===== src/rtl/tagged_byte_frame_parser_defines.svh =====
// assertion macros for the frame parser rtl
`ifndef TAGGED_BYTE_FRAME_PARSER_DEFINES_SVH
`define TAGGED_BYTE_FRAME_PARSER_DEFINES_SVH

// checked only while out of reset
`define TBFP_ASSERT(label, prop, msg) \
    label: assert property (@(posedge clk) disable iff (!rst_n) (prop)) else $error(msg);

// checked at every edge, reset included
`define TBFP_ASSERT_ALWAYS(label, prop, msg) \
    label: assert property (@(posedge clk) (prop)) else $error(msg);

`endif


===== src/rtl/tbfp_pkg.sv =====
`timescale 1ns / 1ps
// types, register indexes and reset values of the tagged byte frame parser
package tbfp_pkg;

    localparam int unsigned MAX_FRAME_LEN_DEF = 16;

    localparam logic [7:0] HEAD_BYTE_RESET    = 8'hAA;
    localparam logic [7:0] POINT_TAG_RESET    = 8'h55;
    localparam logic [7:0] LINE_TAG_RESET     = 8'h66;
    localparam logic [7:0] TAIL_BYTE_RESET    = 8'hBB;
    localparam logic [4:0] MIN_LEN_RESET      = 5'd7;

    localparam int unsigned CFG_IDX_W = 3;
    localparam int unsigned CFG_DATA_W = 8;
    localparam int unsigned MIN_LEN_W = 5;
    localparam int unsigned PAYLOAD_DEPTH = 4;

    typedef enum logic [CFG_IDX_W-1:0] {
        CFG_HEAD_BYTE     = 3'd0,
        CFG_POINT_TAG     = 3'd1,
        CFG_LINE_TAG      = 3'd2,
        CFG_TAIL_BYTE     = 3'd3,
        CFG_MIN_FRAME_LEN = 3'd4
    } cfg_index_t;

    typedef enum logic [1:0] {
        PH_HUNT  = 2'd0,
        PH_TAG   = 2'd1,
        PH_POINT = 2'd2,
        PH_LINE  = 2'd3
    } phase_t;

    typedef logic [7:0] payload_t [PAYLOAD_DEPTH];

endpackage


===== src/rtl/tagged_byte_frame_parser.sv =====
`timescale 1ns / 1ps
// tagged byte frame parser: head, tag, payload, tail framing with a result register
// result: res_valid is set in the cycle after the tail beat of a frame that meets the minimum
// throughput: one rx byte per cycle; rx_ready drops only while a result waits and
// res_ready is low, since the single result register is the only thing that can fill
// reset: rst_n is asynchronous, active low; the hunt restarts, registers take their
// default values, no result is pending; payload bytes are undefined until written
`include "tagged_byte_frame_parser_defines.svh"

module tagged_byte_frame_parser #(
    parameter int unsigned MAX_FRAME_LEN = tbfp_pkg::MAX_FRAME_LEN_DEF
) (
    input  logic                            clk,
    input  logic                            rst_n,

    // byte stream in
    input  logic                            rx_valid,
    output logic                            rx_ready,
    input  logic [7:0]                      rx_byte,

    // decoded frame out
    output logic                            res_valid,
    input  logic                            res_ready,
    output logic                            frame_kind,
    output logic signed [15:0]              first_value,
    output logic signed [15:0]              second_value,

    // register write port
    input  logic                            cfg_we,
    input  logic [tbfp_pkg::CFG_IDX_W-1:0]  cfg_index,
    input  logic [tbfp_pkg::CFG_DATA_W-1:0] cfg_data
);

    // the count never exceeds the frame limit, so it only needs room for that
    localparam int unsigned CNT_W = $clog2(MAX_FRAME_LEN + 1);
    // compare width that holds both the count plus one and the 5-bit minimum
    localparam int unsigned CMP_W = ((CNT_W > tbfp_pkg::MIN_LEN_W) ? CNT_W
                                     : tbfp_pkg::MIN_LEN_W) + 1;
    localparam logic [CMP_W-1:0] MAX_LEN_CMP = CMP_W'(MAX_FRAME_LEN);

    // configuration registers
    logic [7:0]                       head_reg;
    logic [7:0]                       point_tag_reg;
    logic [7:0]                       line_tag_reg;
    logic [7:0]                       tail_reg;
    logic [tbfp_pkg::MIN_LEN_W-1:0]   min_len_reg;

    // parser state
    tbfp_pkg::phase_t                 phase_reg, phase_next;
    logic [CNT_W-1:0]                 cnt_reg, cnt_next;
    tbfp_pkg::payload_t               payload_reg, payload_next;

    // result register
    logic                             res_valid_reg, res_valid_next;
    logic                             kind_reg, kind_next;
    logic [15:0]                      first_reg, first_next;
    logic [15:0]                      second_reg, second_next;

    logic                             rx_take;
    logic                             res_take;
    logic [CMP_W-1:0]                 cnt_inc;
    logic                             in_slot;
    logic [1:0]                       slot_idx;
    logic                             is_head;
    logic                             is_point;
    logic                             is_line;
    logic                             is_tail;
    logic                             res_load;

    // a new byte may enter whenever the result register is empty or draining
    assign rx_ready = !res_valid_reg || res_ready;
    assign rx_take  = rx_valid && rx_ready;
    assign res_take = res_valid_reg && res_ready;

    assign is_head  = (rx_byte == head_reg);
    assign is_point = (rx_byte == point_tag_reg);
    assign is_line  = (rx_byte == line_tag_reg);
    assign is_tail  = (rx_byte == tail_reg);

    assign cnt_inc  = CMP_W'(cnt_reg) + CMP_W'(1);
    // frame bytes 2..5 land in the payload slots
    assign in_slot  = (CMP_W'(cnt_reg) >= CMP_W'(2)) && (CMP_W'(cnt_reg) <= CMP_W'(5));
    assign slot_idx = cnt_reg[1:0] - 2'd2;

    // register writes, out-of-range indexes are ignored
    always_ff @(posedge clk or negedge rst_n)
    begin
        if (!rst_n)
        begin
            head_reg      <= tbfp_pkg::HEAD_BYTE_RESET;
            point_tag_reg <= tbfp_pkg::POINT_TAG_RESET;
            line_tag_reg  <= tbfp_pkg::LINE_TAG_RESET;
            tail_reg      <= tbfp_pkg::TAIL_BYTE_RESET;
            min_len_reg   <= tbfp_pkg::MIN_LEN_RESET;
        end
        else if (cfg_we)
        begin
            unique case (cfg_index)
                tbfp_pkg::CFG_HEAD_BYTE:     head_reg      <= cfg_data[7:0];
                tbfp_pkg::CFG_POINT_TAG:     point_tag_reg <= cfg_data[7:0];
                tbfp_pkg::CFG_LINE_TAG:      line_tag_reg  <= cfg_data[7:0];
                tbfp_pkg::CFG_TAIL_BYTE:     tail_reg      <= cfg_data[7:0];
                tbfp_pkg::CFG_MIN_FRAME_LEN: min_len_reg   <= cfg_data[tbfp_pkg::MIN_LEN_W-1:0];
                default: ;
            endcase
        end
    end

    // per-byte parse step
    always_comb
    begin
        phase_next   = phase_reg;
        cnt_next     = cnt_reg;
        payload_next = payload_reg;
        res_load     = 1'b0;

        if (rx_take)
        begin
            unique case (phase_reg)
                tbfp_pkg::PH_HUNT:
                begin
                    // head byte opens a frame as byte zero
                    if (is_head)
                    begin
                        cnt_next   = CNT_W'(1);
                        phase_next = tbfp_pkg::PH_TAG;
                    end
                end
                tbfp_pkg::PH_TAG:
                begin
                    // tag match wins over a repeated head; equal tags mean line
                    if (is_point || is_line)
                    begin
                        phase_next = is_line ? tbfp_pkg::PH_LINE : tbfp_pkg::PH_POINT;
                        cnt_next   = cnt_inc[CNT_W-1:0];
                    end
                    else if (!is_head)
                    begin
                        phase_next = tbfp_pkg::PH_HUNT;
                        cnt_next   = '0;
                    end
                end
                tbfp_pkg::PH_POINT, tbfp_pkg::PH_LINE:
                begin
                    if (is_tail)
                    begin
                        // tail is stored too when it lands in a payload slot
                        if (in_slot)
                        begin
                            payload_next[slot_idx] = rx_byte;
                        end
                        res_load   = (cnt_inc >= CMP_W'(min_len_reg));
                        phase_next = tbfp_pkg::PH_HUNT;
                        cnt_next   = '0;
                    end
                    else if (cnt_inc >= MAX_LEN_CMP)
                    begin
                        // no room left for the tail, drop the frame
                        phase_next = tbfp_pkg::PH_HUNT;
                        cnt_next   = '0;
                    end
                    else
                    begin
                        if (in_slot)
                        begin
                            payload_next[slot_idx] = rx_byte;
                        end
                        cnt_next = cnt_inc[CNT_W-1:0];
                    end
                end
                default:
                begin
                    phase_next = tbfp_pkg::PH_HUNT;
                    cnt_next   = '0;
                end
            endcase
        end
    end

    // result register: load on an accepted frame, clear once taken
    always_comb
    begin
        res_valid_next = res_valid_reg;
        kind_next      = kind_reg;
        first_next     = first_reg;
        second_next    = second_reg;
        if (res_take)
        begin
            res_valid_next = 1'b0;
        end
        if (res_load)
        begin
            res_valid_next = 1'b1;
            kind_next      = (phase_reg == tbfp_pkg::PH_LINE);
            first_next     = {payload_next[0], payload_next[1]};
            second_next    = {payload_next[2], payload_next[3]};
        end
    end

    always_ff @(posedge clk or negedge rst_n)
    begin
        if (!rst_n)
        begin
            phase_reg     <= tbfp_pkg::PH_HUNT;
            cnt_reg       <= '0;
            res_valid_reg <= 1'b0;
        end
        else
        begin
            phase_reg     <= phase_next;
            cnt_reg       <= cnt_next;
            res_valid_reg <= res_valid_next;
        end
    end

    // payload and result data carry no reset
    always_ff @(posedge clk)
    begin
        payload_reg <= payload_next;
        kind_reg    <= kind_next;
        first_reg   <= first_next;
        second_reg  <= second_next;
    end

    assign res_valid    = res_valid_reg;
    assign frame_kind   = kind_reg;
    assign first_value  = signed'(first_reg);
    assign second_value = signed'(second_reg);

    // count stays inside the frame limit
    `TBFP_ASSERT(a_cnt_bound, CMP_W'(cnt_reg) < MAX_LEN_CMP, "byte count past frame limit")
    // hunting holds no bytes, tag wait holds just the head
    `TBFP_ASSERT(a_cnt_phase, ((phase_reg != tbfp_pkg::PH_HUNT) || (cnt_reg == '0)) && ((phase_reg != tbfp_pkg::PH_TAG) || (cnt_reg == CNT_W'(1))), "count does not match phase")
    // a fresh result only follows a tail beat taken in a payload phase
    `TBFP_ASSERT(a_res_from_tail, $rose(res_valid_reg) |-> $past(rx_take && is_tail && ((phase_reg == tbfp_pkg::PH_POINT) || (phase_reg == tbfp_pkg::PH_LINE))), "result without tail beat")
    // no result pending just after reset is sampled
    `TBFP_ASSERT_ALWAYS(a_reset_idle, !rst_n |=> !res_valid_reg, "result pending after reset")

endmodule


===== config.mk =====
export PLATFORM = sky130hd
export DESIGN_NAME = tagged_byte_frame_parser
export DESIGN_NICKNAME = d
export VERILOG_FILES = /design/src/rtl/tbfp_pkg.sv /design/src/rtl/tagged_byte_frame_parser.sv
export VERILOG_INCLUDE_DIRS = /design/src /design/src/rtl
export SDC_FILE = /design/constraint.sdc
export NUM_CORES = 1
export LEC_CHECK = 0
export BUFFER_PORTS_ARGS = -buffer_cell sky130_fd_sc_hd__buf_2
export CAP_MARGIN = 20
export CORE_MARGIN = 5
export CORE_UTILIZATION = 45
export CTS_BUF_LIST = sky130_fd_sc_hd__clkbuf_4 sky130_fd_sc_hd__clkbuf_8
export CTS_CLUSTER_SIZE = 16
export DETAILED_ROUTE_END_ITERATION = 12
export GPL_ROUTABILITY_DRIVEN = 0
export PLACE_DENSITY = 0.63
export SLEW_MARGIN = 0
export SYNTH_ARGS = -nofsm -noshare
export SYNTH_HDL_FRONTEND = slang
export SYNTH_SLANG_ARGS = --single-unit

===== constraint.sdc =====
create_clock -name clk -period 3.11 [get_ports clk]
set_input_delay 0.622 -clock clk [delete_from_list [all_inputs] [get_ports clk]]
set_output_delay 0.622 -clock clk [all_outputs]
set_load 0.02 [all_outputs]

==> impl_metrics.py <==
metrics = {
    "floorplan": {
        "fp.dieH_um": 112,
        "io_pins": 59,
        "coreArea_sq_um": 10200,
        "rows": 37,
        "die-area_sq_um": 12400,
        "start_util": 0.455,
        "die_w_um": 112,
    },
    "grt": {
        "grt_max_degree": 46,
        "grt_antenna_before_repair": 0,
        "grt_pass1_vias": 2677,
        "overflow": 0,
        "grt_pass1_wl_um": 14400,
        "track_usage": 0.145,
    },
    "pwr": {
        "power_density_nw_per_um2": 589,
        "p_int_mw": 2.21,
        "p_switching_mw": 0.869,
        "power_frac_comb": 0.155,
        "p_leak_nw": 2.14,
        "p_clk_frac": 0.281,
        "ir_drop_v": 0.000294,
        "seqPwrFrac": 0.564,
        "switching_share": 0.282,
        "finalPower_mw": 3.08,
    },
    "clock_network": {
        "clk_pin_slew_ps": 110,
        "cts_buffers": 9,
        "cts_buffer_depth": 2,
        "cts.repair.resized": 0,
        "htree_levels": 3,
        "clock-sinks": 110,
        "cts-root-buf": "clkbuf_8",
        "cts_hold_buf": 0,
        "clock_latency_ps": 370,
        "cts_tree": "done",
        "post_cts_buffers": 0,
    },
    "placement": {
        "post_dp_cell_area_sq_um": 5010,
        "placedCellCount": 502,
        "dp_hpwl_um": 6130,
        "io_buffers": 58,
        "place_ws_ps": 503,
    },
    "timing": {
        "whs_ps": 57.1,
        "rsz0062_at_grt": "false",
        "setup_ws_ps": 510,
        "hold_viol_final": 0,
        "period_share": 0.836,
        "fin_tns_setup_ps": 0,
        "fin_crit_ps": 2600,
        "setup_violations": 0,
        "fin_skew_ps": 15.7,
        "fmax_mhz": 385,
        "max_slew_margin": 0.494,
        "worst_pin_slew_ps": 756,
        "drv_slew": 0,
    },
    "layout": {
        "multi_input_area_sq_um": 1710,
        "antenna_cells": 0,
        "drive_above_1_share": 0.460,
        "largest_reg_flops": 32,
        "final_nets": 411,
        "area_growth_pct": 13.0,
        "regArea_sq_um": 2780,
        "finish.instance_area_sq_um": 5240,
        "nFillCells": 899,
        "finalNonFillerCells": 519,
        "post-route-util": 0.514,
    },
    "synthesis": {
        "yosysTopAreaCellShare": 0.214,
        "synth-seq-cells": 110,
        "synth-edff-count": 33,
        "synthesis.nets": 353,
        "avgSynthCellArea_sq_um": 14.5,
        "synth-main-ff-cell": "edfxtp_1",
        "synth_area_sq_um": 4640,
        "synth_area_leaders": "edfxtp_1 21%, mux2_2 16%, dfxtp_1 14%",
        "yosysWarnings": 0,
        "async_flop_share": 0.409,
        "netlist_instances": 320,
        "seq_area_frac_synth": 0.600,
        "yosys.area.top_type": "edfxtp_1",
        "synthDistinctLibCells": 50,
    },
    "detailed_routing": {
        "vias": 2621,
        "dr.pass1.iters": 4,
        "drt_iter0_markers": 101,
        "wl_per_cell_um": 16.6,
        "drc_errors": 0,
        "finalWirelength_um": 8590,
        "final_antenna_net_count": 0,
        "via_per_inst": 5.05,
    },
    "setup_path": {
        "critPathLaunchType": "flop",
        "critPathCapture": "second_value[1]$_DFFE_PP_",
        "cp.required_ps": 3140,
        "rr_startpoint": "cnt_reg[0]$_DFFE_PN0P_",
        "r2r_cells": 9,
        "crit_slowest_cell": "dfrtp_1",
        "cp_cell_sequence": "inv_1 > ha_1 > ha_1 > a21o_1 > a21o_1 > a21oi_1 > o21ai_0 > and3_1 > buf_4",
        "r2r-end": "second_value[1]$_DFFE_PP_",
        "reg2reg_slack_ps": 510,
        "worst-setup-path-type": "reg2reg",
        "max_stage_delay_ps": 500,
        "crit_arrival_ps": 2630,
        "critPathLaunch": "cnt_reg[0]$_DFFE_PN0P_",
        "cp_max_fo": 33,
        "setup.worst_path.end_class": "flop",
    },
    "outcome": {
        "status": "finished clean",
    },
    "worst_hold_path": {
        "hp-class": "in2async",
    },
    "job": {
        "cap_viol_max_count": 0,
    },
}
cell type report:
| type | count | area share |
|---|---|---|
| Clock buffer | 9 | 0.0237 |
| Tap cell | 136 | 0.0325 |
| Clock inverter | 7 | 0.0160 |
| Multi-Input combinational cell | 185 | 0.326 |
| Inverter | 11 | 0.00788 |
| Sequential cell | 110 | 0.532 |
| Timing Repair Buffer | 61 | 0.0621 |
cells in the final DEF (no fill, tap or decap), drive strengths merged, types with 2 or more instances in the layout:
| cell | Yosys | final |
|---|---|---|
| clkinv | 0 | 4 |
| dfxtp | 32 | 32 |
| and3 | 3 | 3 |
| nand3 | 3 | 3 |
| ha | 9 | 9 |
| nor2b | 3 | 3 |
| o21a | 2 | 2 |
| clkbuf | 4 | 9 |
| dfrtp | 24 | 24 |
| o2bb2ai | 2 | 2 |
| nor2 | 4 | 4 |
| inv | 11 | 14 |
| nor4 | 5 | 5 |
| nor3 | 5 | 5 |
| mux2i | 2 | 2 |
| xor2 | 17 | 17 |
| buf | 10 | 61 |
| a21oi | 2 | 2 |
| o21ai | 6 | 6 |
| xnor2 | 18 | 18 |
| a21o | 3 | 3 |
| and2 | 4 | 4 |
| mux2 | 65 | 65 |
| dfstp | 21 | 21 |
| edfxtp | 33 | 33 |
| nand2 | 12 | 12 |
| nand4 | 4 | 4 |
power groups by stage:
| stage | logic, mW | clock network (mW) | registers [mW] |
|---|---|---|---|
| after floorplan | 0.388 | 0 | 1.74 |
| after global placement | 0.468 | 0 | 1.76 |
| after detailed placement | 0.479 | 0 | 1.77 |
| after CTS | 0.483 | 0.896 | 1.74 |
| after global routing | 0.542 | 0.953 | 1.76 |
| final | 0.478 | 0.865 | 1.74 |
kinds of logic (layout without fill, tap and decap cells):
family | count (synthesis) | in the layout | share of synthesized area
mux | 67 | 67 | 0.162
fa+ha+maj | 9 | 9 | 0.0243
buf+inv | 25 | 88 | 0.0310
compound gates | 26 | 26 | 0.0445
xor+xnor | 35 | 35 | 0.0693
simple gates | 48 | 48 | 0.0683
flops | 110 | 110 | 0.600
synthesized netlist by cell type, types with 2 or more instances:
cell type  instances
xnor2_1           18
dfrtp_1           24
mux2i_1            2
o21a_1             2
nor3_1             5
mux2_2            65
buf_2              5
xor2_2             2
ha_1               9
nor4_4             3
inv_1             11
clkbuf_1           3
and3_1             3
o2bb2ai_1          2
nor2_1             4
dfxtp_1           32
a21oi_1            2
nand3_1            3
nor2b_1            3
edfxtp_1          33
buf_6              4
o21ai_0            5
a21o_1             2
dfstp_2           21
xor2_1            15
and2_1             4
nand2_1           12
nand4_1            4
critical path, delay by kind of cell, from the launching register on:
kind	cells	cell delay, ps
compound gates	4	450
fa+ha+maj	2	590
buf+inv	2	500
flops	1	500
simple gates	1	190
worst min-delay path by stage:
stage | start | to | slack [ps] | cells after the start
after global placement | payload_reg[15]$_DFF_P_ | payload_reg[15]$_DFF_P_ | 450 | 1
after floorplan | rst_n | cnt_reg[0]$_DFFE_PN0P_ | 330 | 0
after global routing | rst_n | point_tag_reg[7]$_DFFE_PN0P_ | 30 | 1
after detailed placement | payload_reg[15]$_DFF_P_ | payload_reg[15]$_DFF_P_ | 460 | 1
final | rst_n | point_tag_reg[7]$_DFFE_PN0P_ | 60 | 1
after CTS | rst_n | point_tag_reg[7]$_DFFE_PN0P_ | 430 | 1
per-layer routing:
layer | track usage | vias to the layer above | part of all wire
met1 | 0.195 | 1306 | 0.46
met5 | 0 | - | 0
li1 | - | 1243 | -
met3 | 0.0435 | 10 | 0.056
met2 | 0.233 | 62 | 0.48
met4 | 0.0341 | 0 | 0.0087
No activity file was read; power rests on OpenSTA's default activity.
